## src/spcsc_pkg.sv

```systemverilog
// ----------------------------------------------------------------------------
// spcsc_pkg
// Shared types and codes for the sparse pattern row-to-column converter.
// ----------------------------------------------------------------------------
package spcsc_pkg;

    localparam int KIND_W   = 3;
    localparam int INDEX_W  = 10;
    localparam int POS_W    = 14;
    localparam int DATA_W   = 14;
    localparam int STATUS_W = 2;
    localparam int CFG_W    = 11;

    localparam logic [KIND_W-1:0] KIND_LOAD    = 3'd0;
    localparam logic [KIND_W-1:0] KIND_COMPUTE = 3'd1;
    localparam logic [KIND_W-1:0] KIND_RD_PTR  = 3'd2;
    localparam logic [KIND_W-1:0] KIND_RD_ROW  = 3'd3;
    localparam logic [KIND_W-1:0] KIND_CLEAR   = 3'd4;

    localparam logic [STATUS_W-1:0] ST_OK    = 2'd0;
    localparam logic [STATUS_W-1:0] ST_RANGE = 2'd1;
    localparam logic [STATUS_W-1:0] ST_FULL  = 2'd2;
    localparam logic [STATUS_W-1:0] ST_PHASE = 2'd3;

    typedef struct packed {
        logic [KIND_W-1:0]  kind;
        logic [INDEX_W-1:0] row;
        logic [INDEX_W-1:0] col;
        logic [POS_W-1:0]   position;
    } in_word_t;

    typedef struct packed {
        logic [DATA_W-1:0]   data;
        logic [STATUS_W-1:0] status;
    } out_word_t;

    typedef enum logic [3:0] {
        S_IDLE,
        S_DECODE,
        S_CLR,
        S_CNT_RD,
        S_CNT_PTR,
        S_CNT_WR,
        S_PFX_RD,
        S_PFX_WR,
        S_SCT_RD,
        S_SCT_SLOT,
        S_SCT_WR,
        S_RESULT
    } state_t;

    typedef struct packed {
        logic accept;
        logic exec;
        logic idx_clr;
        logic ptr_clr_wr;
        logic ent_rd;
        logic cnt_ptr_rd;
        logic cnt_wr;
        logic pfx_rd;
        logic pfx_wr;
        logic slot_rd;
        logic sct_wr;
        logic finish;
        logic res_set;
    } cmd_t;

    typedef struct packed {
        logic [KIND_W-1:0] kind;
        logic              idx_eq_n;
        logic              idx_eq_cnt;
        logic              out_free;
    } sts_t;

endpackage

```

## src/spcsc_ctrl.sv

```systemverilog
// ----------------------------------------------------------------------------
// spcsc_ctrl
// Sequencer for item decode and the clear, count, prefix and scatter passes.
// ----------------------------------------------------------------------------
module spcsc_ctrl (
    input  logic              aclk,
    input  logic              aresetn,
    input  logic              s_valid,
    output logic              s_ready,
    input  spcsc_pkg::sts_t   sts,
    output spcsc_pkg::cmd_t   cmd,
    output spcsc_pkg::state_t state
);

    spcsc_pkg::state_t state_reg, state_next;

    always_ff @(posedge aclk) begin
        if (!aresetn) begin
            state_reg <= spcsc_pkg::S_IDLE;
        end else begin
            state_reg <= state_next;
        end
    end

    always_comb begin
        state_next = state_reg;
        cmd        = '0;
        s_ready    = 1'b0;
        case (state_reg)
            spcsc_pkg::S_IDLE: begin
                s_ready = sts.out_free && aresetn;
                if (s_valid && s_ready) begin
                    cmd.accept = 1'b1;
                    state_next = spcsc_pkg::S_DECODE;
                end
            end
            spcsc_pkg::S_DECODE: begin
                cmd.exec = 1'b1;
                if (sts.kind == spcsc_pkg::KIND_COMPUTE) begin
                    cmd.idx_clr = 1'b1;
                    state_next  = spcsc_pkg::S_CLR;
                end else begin
                    state_next = spcsc_pkg::S_RESULT;
                end
            end
            spcsc_pkg::S_CLR: begin
                cmd.ptr_clr_wr = 1'b1;
                if (sts.idx_eq_n) begin
                    cmd.idx_clr = 1'b1;
                    state_next  = spcsc_pkg::S_CNT_RD;
                end
            end
            spcsc_pkg::S_CNT_RD: begin
                if (sts.idx_eq_cnt) begin
                    cmd.idx_clr = 1'b1;
                    state_next  = spcsc_pkg::S_PFX_RD;
                end else begin
                    cmd.ent_rd = 1'b1;
                    state_next = spcsc_pkg::S_CNT_PTR;
                end
            end
            spcsc_pkg::S_CNT_PTR: begin
                cmd.cnt_ptr_rd = 1'b1;
                state_next     = spcsc_pkg::S_CNT_WR;
            end
            spcsc_pkg::S_CNT_WR: begin
                cmd.cnt_wr = 1'b1;
                state_next = spcsc_pkg::S_CNT_RD;
            end
            spcsc_pkg::S_PFX_RD: begin
                if (sts.idx_eq_n) begin
                    cmd.idx_clr = 1'b1;
                    state_next  = spcsc_pkg::S_SCT_RD;
                end else begin
                    cmd.pfx_rd = 1'b1;
                    state_next = spcsc_pkg::S_PFX_WR;
                end
            end
            spcsc_pkg::S_PFX_WR: begin
                cmd.pfx_wr = 1'b1;
                state_next = spcsc_pkg::S_PFX_RD;
            end
            spcsc_pkg::S_SCT_RD: begin
                if (sts.idx_eq_cnt) begin
                    cmd.finish = 1'b1;
                    state_next = spcsc_pkg::S_RESULT;
                end else begin
                    cmd.ent_rd = 1'b1;
                    state_next = spcsc_pkg::S_SCT_SLOT;
                end
            end
            spcsc_pkg::S_SCT_SLOT: begin
                cmd.slot_rd = 1'b1;
                state_next  = spcsc_pkg::S_SCT_WR;
            end
            spcsc_pkg::S_SCT_WR: begin
                cmd.sct_wr = 1'b1;
                state_next = spcsc_pkg::S_SCT_RD;
            end
            spcsc_pkg::S_RESULT: begin
                cmd.res_set = 1'b1;
                state_next  = spcsc_pkg::S_IDLE;
            end
            default: begin
                state_next = spcsc_pkg::S_IDLE;
            end
        endcase
    end

    assign state = state_reg;

endmodule

```

## config.mk

```make
export PLATFORM = sky130hd
export DESIGN_NAME = spcsc_ctrl
export DESIGN_NICKNAME = d
export VERILOG_FILES = /design/src/spcsc_pkg.sv /design/src/spcsc_ctrl.sv
export SDC_FILE = /design/constraint.sdc
export NUM_CORES = 1
export LEC_CHECK = 0
export ABC_AREA = 1
export BUFFER_PORTS_ARGS = -buffer_cell sky130_fd_sc_hd__buf_2
export CAP_MARGIN = 20
export CORE_MARGIN = 2
export CORE_UTILIZATION = 30
export DETAILED_ROUTE_END_ITERATION = 7
export GPL_TIMING_DRIVEN = 1
export SLEW_MARGIN = 10
export SYNTH_ARGS = -nofsm -noshare
export SYNTH_HDL_FRONTEND = slang
export SYNTH_SLANG_ARGS = --single-unit
```

## constraint.sdc

```tcl
create_clock -name aclk -period 1.3 [get_ports aclk]
set_input_delay 0.26 -clock aclk [delete_from_list [all_inputs] [get_ports aclk]]
set_output_delay 0.26 -clock aclk [all_outputs]
set_load 0.05 [all_outputs]
```

==> results of run 1 <==
-- cells in the final DEF, fill, tap and decap left out --
master,n
a21oi_1,1
a31oi_1,2
buf_2,10
buf_4,17
buf_6,10
buf_8,10
clkbuf_4,4
clkinvlp_4,2
dfxtp_4,4
inv_1,7
inv_2,4
inv_4,1
inv_6,2
nand2_1,13
nand2_2,8
nand2_4,2
nand2_8,1
nand3_1,4
nand3_2,2
nand3b_1,1
nor2_1,6
nor2_2,5
nor2_4,14
o211ai_1,1
-- worst paths after layout --
kind | startpoint | endpoint | slack [ns] | depth (start not counted)
max | state[3] | cmd[10] | -0.21 | 6
min | aresetn | state[0] | 0.31 | 3
max reg2reg | state[0] | state[1] | 0.08 | 10
min reg2reg | state[1] | state[2] | 0.70 | 3
-- final cells by class --
type                            instances  area, um2
Fill cell                              79        195
Clock buffer                            3       22.5
Timing Repair Buffer                   48        448
Sequential cell                         4       95.1
Multi-Input combinational cell         60        425
Inverter                               16       80.1
Tap cell                               15       18.8
-- routing by layer --
| layer | part of all wire (%) | GRT usage (%) | vias to the layer above | wire (um) |
|---|---|---|---|---|
| met5 | 0 | 0 | - | 0 |
| met4 | 0.44 | 7.50 | 0 | 8 |
| met3 | 3.2 | 5.98 | 2 | 58 |
| met2 | 55 | 38.3 | 17 | 994 |
| met1 | 41 | 26.5 | 307 | 741 |
| li1 | - | - | 344 | - |
-- report_power, final --
part           internal (W)  switching [W]  total, W
clock              0.000103      0.0000502  0.000153
combinational      0.000723        0.00110   0.00182
sequential         0.000182      0.0000750  0.000257
total               0.00101        0.00122   0.00223
-- through the flow --
stage / power [W] / setup slack [ns] / TNS (ns) / hold WS (ns) / utilization (%)
after floorplan: 0.00114 / -0.706 / -1.11 / 0.404 / -
after global placement: 0.00153 / -0.0857 / -0.244 / 0.564 / 61.0
after detailed placement: 0.00154 / -0.0854 / -0.259 / 0.570 / 61.0
after CTS: 0.00198 / -0.197 / -1.79 / 0.331 / 77.2
after global routing: 0.00236 / -0.271 / -2.78 / 0.337 / 84.8
final: 0.00223 / -0.211 / -1.95 / 0.312 / 84.8
-- Yosys cell counts --
master | count | area [um2]
nand3b_1 | 1 | 7.51
nor2_2 | 2 | 12.5
nor2_1 | 22 | 82.6
nor2_4 | 1 | 11.3
dfxtp_1 | 4 | 80.1
nand3_1 | 5 | 25.0
inv_2 | 4 | 15.0
nand2_1 | 21 | 78.8
o211ai_1 | 1 | 7.51
nand2_2 | 3 | 18.8
inv_1 | 12 | 45.0
a21oi_1 | 1 | 5.00
nand3_2 | 1 | 10.0
a31oi_1 | 2 | 12.5
-- cells by family after synthesis --
group	Yosys count	synth area share, %
buffers and inverters	16	14.6
and+or+nand+nor	56	59.9
AOI/OAI and AO/OA	4	6.08
DFF	4	19.5
-- critical path, stage by stage, from the launching register on --
cell      delay, ns
dfxtp_4        0.38
inv_6          0.05
buf_4          0.13
buf_4          0.12
nand3_2        0.06
o211ai_1       0.08
buf_4          0.20
-- timing repair --
| item | 4_1_cts | 5_1_grt |
|---|---|---|
| resized for setup | 50 | 26 |
| buffers inserted | 4 | 2 |
| pin swaps | 4 | 8 |
| setup endpoints to repair | 14 | 18 |
==> impl_metrics.py, run 1 <==
metrics = {
    "sta": {
        "setup_violations": 14,
        "fin_ws_ns": -0.211,
        "fmax_mhz": 662,
        "maxSlewViolCount": 0,
        "finalClockSkew_ns": 0.00244,
        "finalCritPeriodShare_pct": 116,
        "hold_viol": 0,
        "relSlewSlack_pct": 83.2,
        "rsz0062_at_grt": "true",
        "tightestPinTransition_ns": 0.252,
        "period_needed_ns": 1.51,
    },
    "global_route": {
        "grt_overflow": 0,
        "grt.total_usage_pct": 22.4,
        "grt_max_degree": 7,
        "antenna_found_initial": 0,
        "grt_pass1_wl_mm": 2.40,
        "grt_pass1_vias": 582,
    },
    "finish": {
        "final_layout_size_suffix_gt1_share_pct": 73.3,
        "largest_reg_flops": 4,
        "fin_cells": 146,
        "antennaDiodeCount": 0,
        "area_growth_pct": 165,
        "fin_area_mm2": 0.00109,
        "finalNetCount": 142,
    },
    "clock_tree": {
        "htreeDepth": 1,
        "clock_tree.root_cell": "clkbuf_4",
        "cts_buffers": 3,
        "cts.sinks": 4,
        "clock_latency_ns": 0.24,
        "cts_hold_buf": 0,
        "cts_buffer_depth": 2,
        "cts_tree": "yes",
        "path_clk_slew_ns": 0.04,
    },
    "synthesis": {
        "ys_ff_latch": 4,
        "synth_area_um2": 412,
        "ys_seq_area_share_pct": 19.5,
        "synth_nets": 89,
        "syn_area_per_cell_um2": 5.15,
        "yosys_warnings": 0,
        "syn-instance-count": 80,
        "netlist-cell-type-count": 14,
    },
    "min_path": {
        "hold_class": "input port to flop",
    },
    "power_and_ir_drop": {
        "powerDensity_mw_per_mm2": 2050,
        "p_leak_nw": 0.513,
        "irDropWorstVdd_uv": 1680,
    },
    "job": {
        "drv_cap": 0,
    },
    "floorplanning": {
        "initial_core_util_pct": 32.0,
        "dieArea_mm2": 0.00168,
        "io_pins": 27,
        "row_count": 13,
        "die_h_um": 41.0,
        "core_area_mm2": 0.00128,
        "die_w_um": 41.0,
    },
    "placement": {
        "portBuffers": 26,
        "gp_routability_congestion": 0.859,
        "placed_cells": 138,
        "dp_hpwl_mm": 1.21,
        "place_area_um2": 783,
    },
    "route": {
        "drcViolationCount": 0,
        "wl_per_cell_um": 12.3,
        "postRouteWirelength_mm": 1.80,
        "routed_via_density": 4.59,
        "ant_nets": 0,
        "vias": 670,
        "drtPass1Iterations": 4,
        "drt_iter0_drc": 3,
    },
    "outcome": {
        "status": "finished with violations",
        "violations": "negative setup slack",
    },
    "critical_path": {
        "crit_path_max_fanout": 4,
        "critPathLaunchType": "flop",
        "critical_path_class": "flop to output pin",
        "endpoint_kind": "output pin",
        "cp.required_ns": 1.04,
        "arrival_ns": 1.25,
    },
}
Note: power is estimated with default switching activity, not from simulation.
==> run 2: changes to the inputs <==
--- a/config.mk
+++ b/config.mk
@@ -12,7 +12,8 @@
 export CORE_UTILIZATION = 30
 export DETAILED_ROUTE_END_ITERATION = 7
 export GPL_TIMING_DRIVEN = 1
-export SLEW_MARGIN = 10
+export SETUP_SLACK_MARGIN = 0.02
+export SLEW_MARGIN = 20
 export SYNTH_ARGS = -nofsm -noshare
 export SYNTH_HDL_FRONTEND = slang
 export SYNTH_SLANG_ARGS = --single-unit
==> run 2 against run 1 <==
The flow still finishes with violations (negative setup slack). Fmax down 0.74%. Worst hold slack got worse by 0.0021 ns. Power fell by 7.2%. Clock skew up 0.013 ns. Sequential power decreased by 4%.
==> impl_metrics.py, run 2 (same netlist as run 1, synthesis figures left out) <==
metrics = {
    "outcome": {
        "status": "finished with violations",
        "violations": "negative setup slack",
    },
    "floorplanning": {
        "io_pins": 27,
        "dieArea_mm2": 0.00168,
        "die_w_um": 41.0,
        "row_count": 13,
        "die_h_um": 41.0,
        "core_area_mm2": 0.00128,
        "initial_core_util_pct": 32.0,
    },
    "sta": {
        "maxSlewViolCount": 0,
        "relSlewSlack_pct": 83.6,
        "hold_viol": 0,
        "setup_violations": 14,
        "fin_ws_ns": -0.222,
        "fmax_mhz": 657,
        "finalClockSkew_ns": 0.0152,
        "period_needed_ns": 1.52,
        "finalCritPeriodShare_pct": 117,
        "tightestPinTransition_ns": 0.248,
        "rsz0062_at_grt": "true",
    },
    "power_and_ir_drop": {
        "p_leak_nw": 0.491,
        "powerDensity_mw_per_mm2": 2010,
        "finalPower_w": 0.00207,
        "irDropWorstVdd_uv": 1900,
    },
    "clock_tree": {
        "cts_buffers": 3,
        "cts_tree": "yes",
        "cts_hold_buf": 0,
        "cts_buffer_depth": 2,
        "clock_tree.root_cell": "clkbuf_4",
        "path_clk_slew_ns": 0.05,
        "htreeDepth": 1,
        "clock_latency_ns": 0.24,
        "cts.sinks": 4,
    },
    "finish": {
        "finalNetCount": 140,
        "area_growth_pct": 150,
        "final_layout_size_suffix_gt1_share_pct": 71.3,
        "mostFrequentLayoutCells": "buf_4, nand2_1, nor2_4, buf_6",
        "antennaDiodeCount": 0,
        "largest_reg_flops": 4,
        "fill_cells": 85,
        "layout_commonest_cell": "buf_4",
    },
    "global_route": {
        "grt_overflow": 0,
        "grt_pass1_wl_mm": 2.59,
        "grt_max_degree": 6,
        "antenna_found_initial": 0,
        "grt_pass1_vias": 614,
        "grt.total_usage_pct": 24.5,
    },
    "critical_path": {
        "cp.required_ns": 1.04,
        "slowest_delay_ns": 0.35,
        "reg2reg_to": "state[1]",
        "critical_path_class": "flop to output pin",
        "crit_family": "flip-flops",
        "rrSetupSlack_ns": 0.06,
        "cp_common_cell": "nand2_1",
        "crit_path_max_fanout": 3,
        "reg2regPathDepth": 8,
        "crit_path_top_delay_cell": "dfxtp_4",
        "endpoint_kind": "output pin",
        "r2r_start": "state[0]",
        "critPathBufInv": 3,
        "arrival_ns": 1.26,
        "critPathLaunchType": "flop",
        "cp_cell_sequence": "inv_4, nand2_1, nor2_2, nand2_1, clkinvlp_4, buf_6",
    },
    "route": {
        "drtPass1Iterations": 4,
        "drcViolationCount": 0,
        "postRouteWirelength_mm": 1.86,
        "ant_nets": 0,
        "routed_via_density": 4.82,
        "drt_iter0_drc": 10,
        "vias": 694,
        "wl_per_cell_um": 12.9,
    },
    "placement": {
        "portBuffers": 26,
        "dp_hpwl_mm": 1.25,
        "pre_cts_slack_ns": -0.0627,
        "gp_routability_congestion": 0.879,
    },
    "min_path": {
        "hold_class": "input port to flop",
        "min_from": "sts[2]",
        "min_path_cells": 3,
        "worstHoldEndpoint": "state[3]",
    },
    "job": {
        "drv_cap": 0,
    },
}
## run 2: per-layer routing
metal / part of all wire (%) / track usage, % / up-vias
li1: - / - / 342
met1: 36 / 26.5 / 319
met2: 55 / 43.4 / 27
met3: 5.2 / 9.24 / 6
met4: 3.2 / 7.50 / 0
met5: 0 / 0 / -
## run 2: how the worst max path moves through the flow
stage                   from  endpoint  slack (ns)  cells after the start
floorplan           state[2]   cmd[10]       -0.71                      5
global placement    state[0]   cmd[12]       -0.04                      6
detailed placement  state[0]   cmd[12]       -0.06                      6
CTS                 state[1]   cmd[10]       -0.19                      6
global route        state[2]   cmd[10]       -0.29                      6
finish              state[2]    cmd[1]       -0.22                      6
## run 2: worst min-delay path, stage by stage
cell and delay, ns:
buf_2 0.12, nand2_1 0.06, a31oi_1 0.07
## run 2: repair_timing
item,4_1_cts,5_1_grt
hold endpoints to repair,0,0
setup buffers,2,2
endpoints found under the setup margin,14,18
gates resized for setup,45,21
pin swaps,5,6
cloned,0,0
## run 2: final cells by class
| type | instances | area [um2] | area share, % |
|---|---|---|---|
| Clock buffer | 3 | 22.5 | 2.19 |
| Inverter | 16 | 75.1 | 7.29 |
| Multi-Input combinational cell | 60 | 394 | 38.3 |
| Sequential cell | 4 | 95.1 | 9.23 |
| Tap cell | 15 | 18.8 | 1.82 |
| Timing Repair Buffer | 46 | 424 | 41.2 |
## run 2: report_power, final
part           total [W]  switching, W  internal [W]
clock           0.000161     0.0000569      0.000104
sequential      0.000247     0.0000647      0.000182
combinational    0.00166       0.00104      0.000626
## run 2: through the flow
| stage | hold slack [ns] | TNS [ns] | instances | util, % | cell area [um2] |
|---|---|---|---|---|---|
| floorplan | 0.404 | -1.10 | 80 | - | 509 |
| finish | 0.310 | -2.02 | 144 | 80.1 | 1030 |
| global route | 0.326 | -2.81 | 144 | 80.1 | 1030 |
| detailed placement | 0.569 | -0.173 | 138 | 61.1 | 786 |
| CTS | 0.322 | -1.70 | 143 | 74.7 | 960 |
| global placement | 0.567 | -0.125 | 138 | 61.1 | 786 |
==> run 3: changes to the inputs <==
--- a/config.mk
+++ b/config.mk
@@ -12,6 +12,8 @@
 export CORE_UTILIZATION = 30
 export DETAILED_ROUTE_END_ITERATION = 7
 export GPL_TIMING_DRIVEN = 1
+export PLACE_DENSITY = 0.7
+export RECOVER_POWER = 50
 export SETUP_SLACK_MARGIN = 0.02
 export SLEW_MARGIN = 20
 export SYNTH_ARGS = -nofsm -noshare
==> run 3 against run 2 <==
Global-route usage down 0.084 points. Combinational power increased by 19%. Sequential share of layout area decreased by 1.2 points. Count of clock-buffer cells in the layout is the same. Largest cell class unchanged. Clock power fell by 7%. Critical path type unchanged. Flip-flop and latch count stayed put. The flow still finishes with violations (negative setup slack). Utilization increased by 12 points. Non-clock buffer count is 6 higher.
==> impl_metrics.py, run 3 (same netlist as run 1, synthesis figures left out) <==
metrics = {
    "outcome": {
        "violations": "negative setup slack",
        "status": "finished with violations",
    },
    "critical_path": {
        "reg2reg_to": "state[0]",
        "critPathLaunchType": "flop",
        "reg2regPathDepth": 10,
        "cp.required_ns": 1.04,
        "crit_path_max_fanout": 5,
        "r2r_start": "state[3]",
        "arrival_ns": 1.29,
        "rrSetupSlack_ns": 0.07,
        "endpoint_kind": "output pin",
        "critical_path_class": "flop to output pin",
    },
    "finish": {
        "largest_reg_flops": 4,
        "antennaDiodeCount": 0,
        "area_growth_pct": 188,
        "multi_input_area_um2": 469,
        "regArea_um2": 95.1,
        "layout_commonest_cell": "buf_4",
        "fin_cells": 150,
        "final_layout_size_suffix_gt1_share_pct": 78.5,
        "fin_area_mm2": 0.00119,
        "mostFrequentLayoutCells": "buf_4, nor2_4, buf_6",
        "finalNetCount": 146,
        "fill_cells": 44,
    },
    "floorplanning": {
        "die_w_um": 41.0,
        "core_area_mm2": 0.00128,
        "row_count": 13,
        "initial_core_util_pct": 32.0,
        "dieArea_mm2": 0.00168,
        "io_pins": 27,
        "die_h_um": 41.0,
    },
    "sta": {
        "hold_viol": 0,
        "finalClockSkew_ns": 0.00224,
        "period_needed_ns": 1.55,
        "finalCritPeriodShare_pct": 119,
        "fmax_mhz": 647,
        "maxSlewViolCount": 0,
        "tns_ns": -2.09,
        "setup_violations": 14,
        "fin_ws_ns": -0.245,
        "relSlewSlack_pct": 80.4,
        "rsz0062_at_grt": "true",
        "tightestPinTransition_ns": 0.295,
    },
    "global_route": {
        "grt_pass1_vias": 627,
        "grt_pass1_wl_mm": 2.67,
        "grt_overflow": 0,
        "antenna_found_initial": 0,
        "grt_max_degree": 6,
        "grt.total_usage_pct": 24.4,
    },
    "min_path": {
        "hold_class": "input port to flop",
        "worstHoldEndpoint": "state[0]",
        "min_from": "aresetn",
        "min_path_cells": 3,
    },
    "clock_tree": {
        "cts_tree": "yes",
        "cts_buffers": 3,
        "htreeDepth": 1,
        "path_clk_slew_ns": 0.03,
        "clock_latency_ns": 0.23,
        "cts_buffer_depth": 2,
        "clock_tree.root_cell": "clkbuf_4",
        "cts.sinks": 4,
    },
    "route": {
        "drt_iter0_drc": 14,
        "top_layer": "met4",
        "ant_nets": 0,
        "dr_wl_met3_um": 72,
        "drtPass1Iterations": 4,
        "met2WireLength_mm": 1.26,
        "vias": 732,
        "drcViolationCount": 0,
        "routed_via_density": 4.88,
        "wl_met1_um": 802,
        "postRouteWirelength_mm": 2.16,
        "wl_per_cell_um": 14.4,
    },
    "placement": {
        "gp_routability_congestion": 0.898,
        "pre_cts_slack_ns": -0.0468,
        "portBuffers": 26,
        "placed_cells": 138,
        "place_area_um2": 786,
        "dp_hpwl_mm": 1.20,
    },
    "power_and_ir_drop": {
        "clkPwrFrac_pct": 6.2,
        "internal_power_w": 0.00106,
        "switching_share_pct": 55.5,
        "p_leak_nw": 0.554,
        "powerDensity_mw_per_mm2": 2010,
        "power_frac_seq_pct": 11.1,
        "p_switching_w": 0.00133,
        "irDropWorstVdd_uv": 1540,
        "p_comb_share_pct": 82.7,
        "finalPower_w": 0.00239,
    },
    "job": {
        "drv_cap": 0,
    },
}
## run 3: cell type report
cell class              count  share of cell area [%]
clock buffers               3                    1.90
well taps                  15                    1.58
inverters                  16                    7.17
multi-input cells          60                    39.5
flip-flops and latches      4                    8.01
repair buffers             52                    41.8
## run 3: worst max-delay path by stage
stage                         from       to  slack [ns]  cells past startpoint
after floorplan           state[2]  cmd[10]       -0.71                      5
after global placement    state[3]  s_ready       -0.04                      6
after detailed placement  state[1]  cmd[12]       -0.05                      6
after CTS                 state[1]  cmd[10]       -0.19                      6
after global routing      state[1]  cmd[10]       -0.33                      6
final                     state[0]  cmd[10]       -0.25                      5
## run 3: layer usage
layer / vias up / global-route usage (%)
li1: 354 / -
met3: 2 / 5.98
met5: - / 0
met4: 0 / 8.33
met1: 356 / 28.8
met2: 20 / 42.2
## run 3: power by group through the flow
stage / clock network [W] / registers [W] / logic (W)
after floorplan: 0 / 0.000394 / 0.000756
after global placement: 0 / 0.000248 / 0.00128
after detailed placement: 0 / 0.000250 / 0.00130
after CTS: 0.000153 / 0.000253 / 0.00157
after global routing: 0.000167 / 0.000273 / 0.00208
final: 0.000149 / 0.000265 / 0.00197
## run 3: per-stage QoR
stage               hold slack [ns]  utilization [%]
floorplan                     0.404                -
global placement              0.559             61.1
detailed placement            0.564             61.1
CTS                           0.325             77.4
global route                  0.355             92.4
finish                        0.326             92.4
## run 3: worst max-delay path: stages (launching register included)
cell and delay, ns:
dfxtp_4 0.39, nand2_2 0.10, nor2_4 0.13, nand2_1 0.10, o211ai_1 0.10, buf_4 0.22
## run 3: timing repair
item,CTS,global route
buffers inserted,2,7
hold buffers,0,0
gates resized for setup,53,42
pin swaps,5,10
endpoints found under the setup margin,14,17
cloned,0,0
hold endpoints to repair,0,0
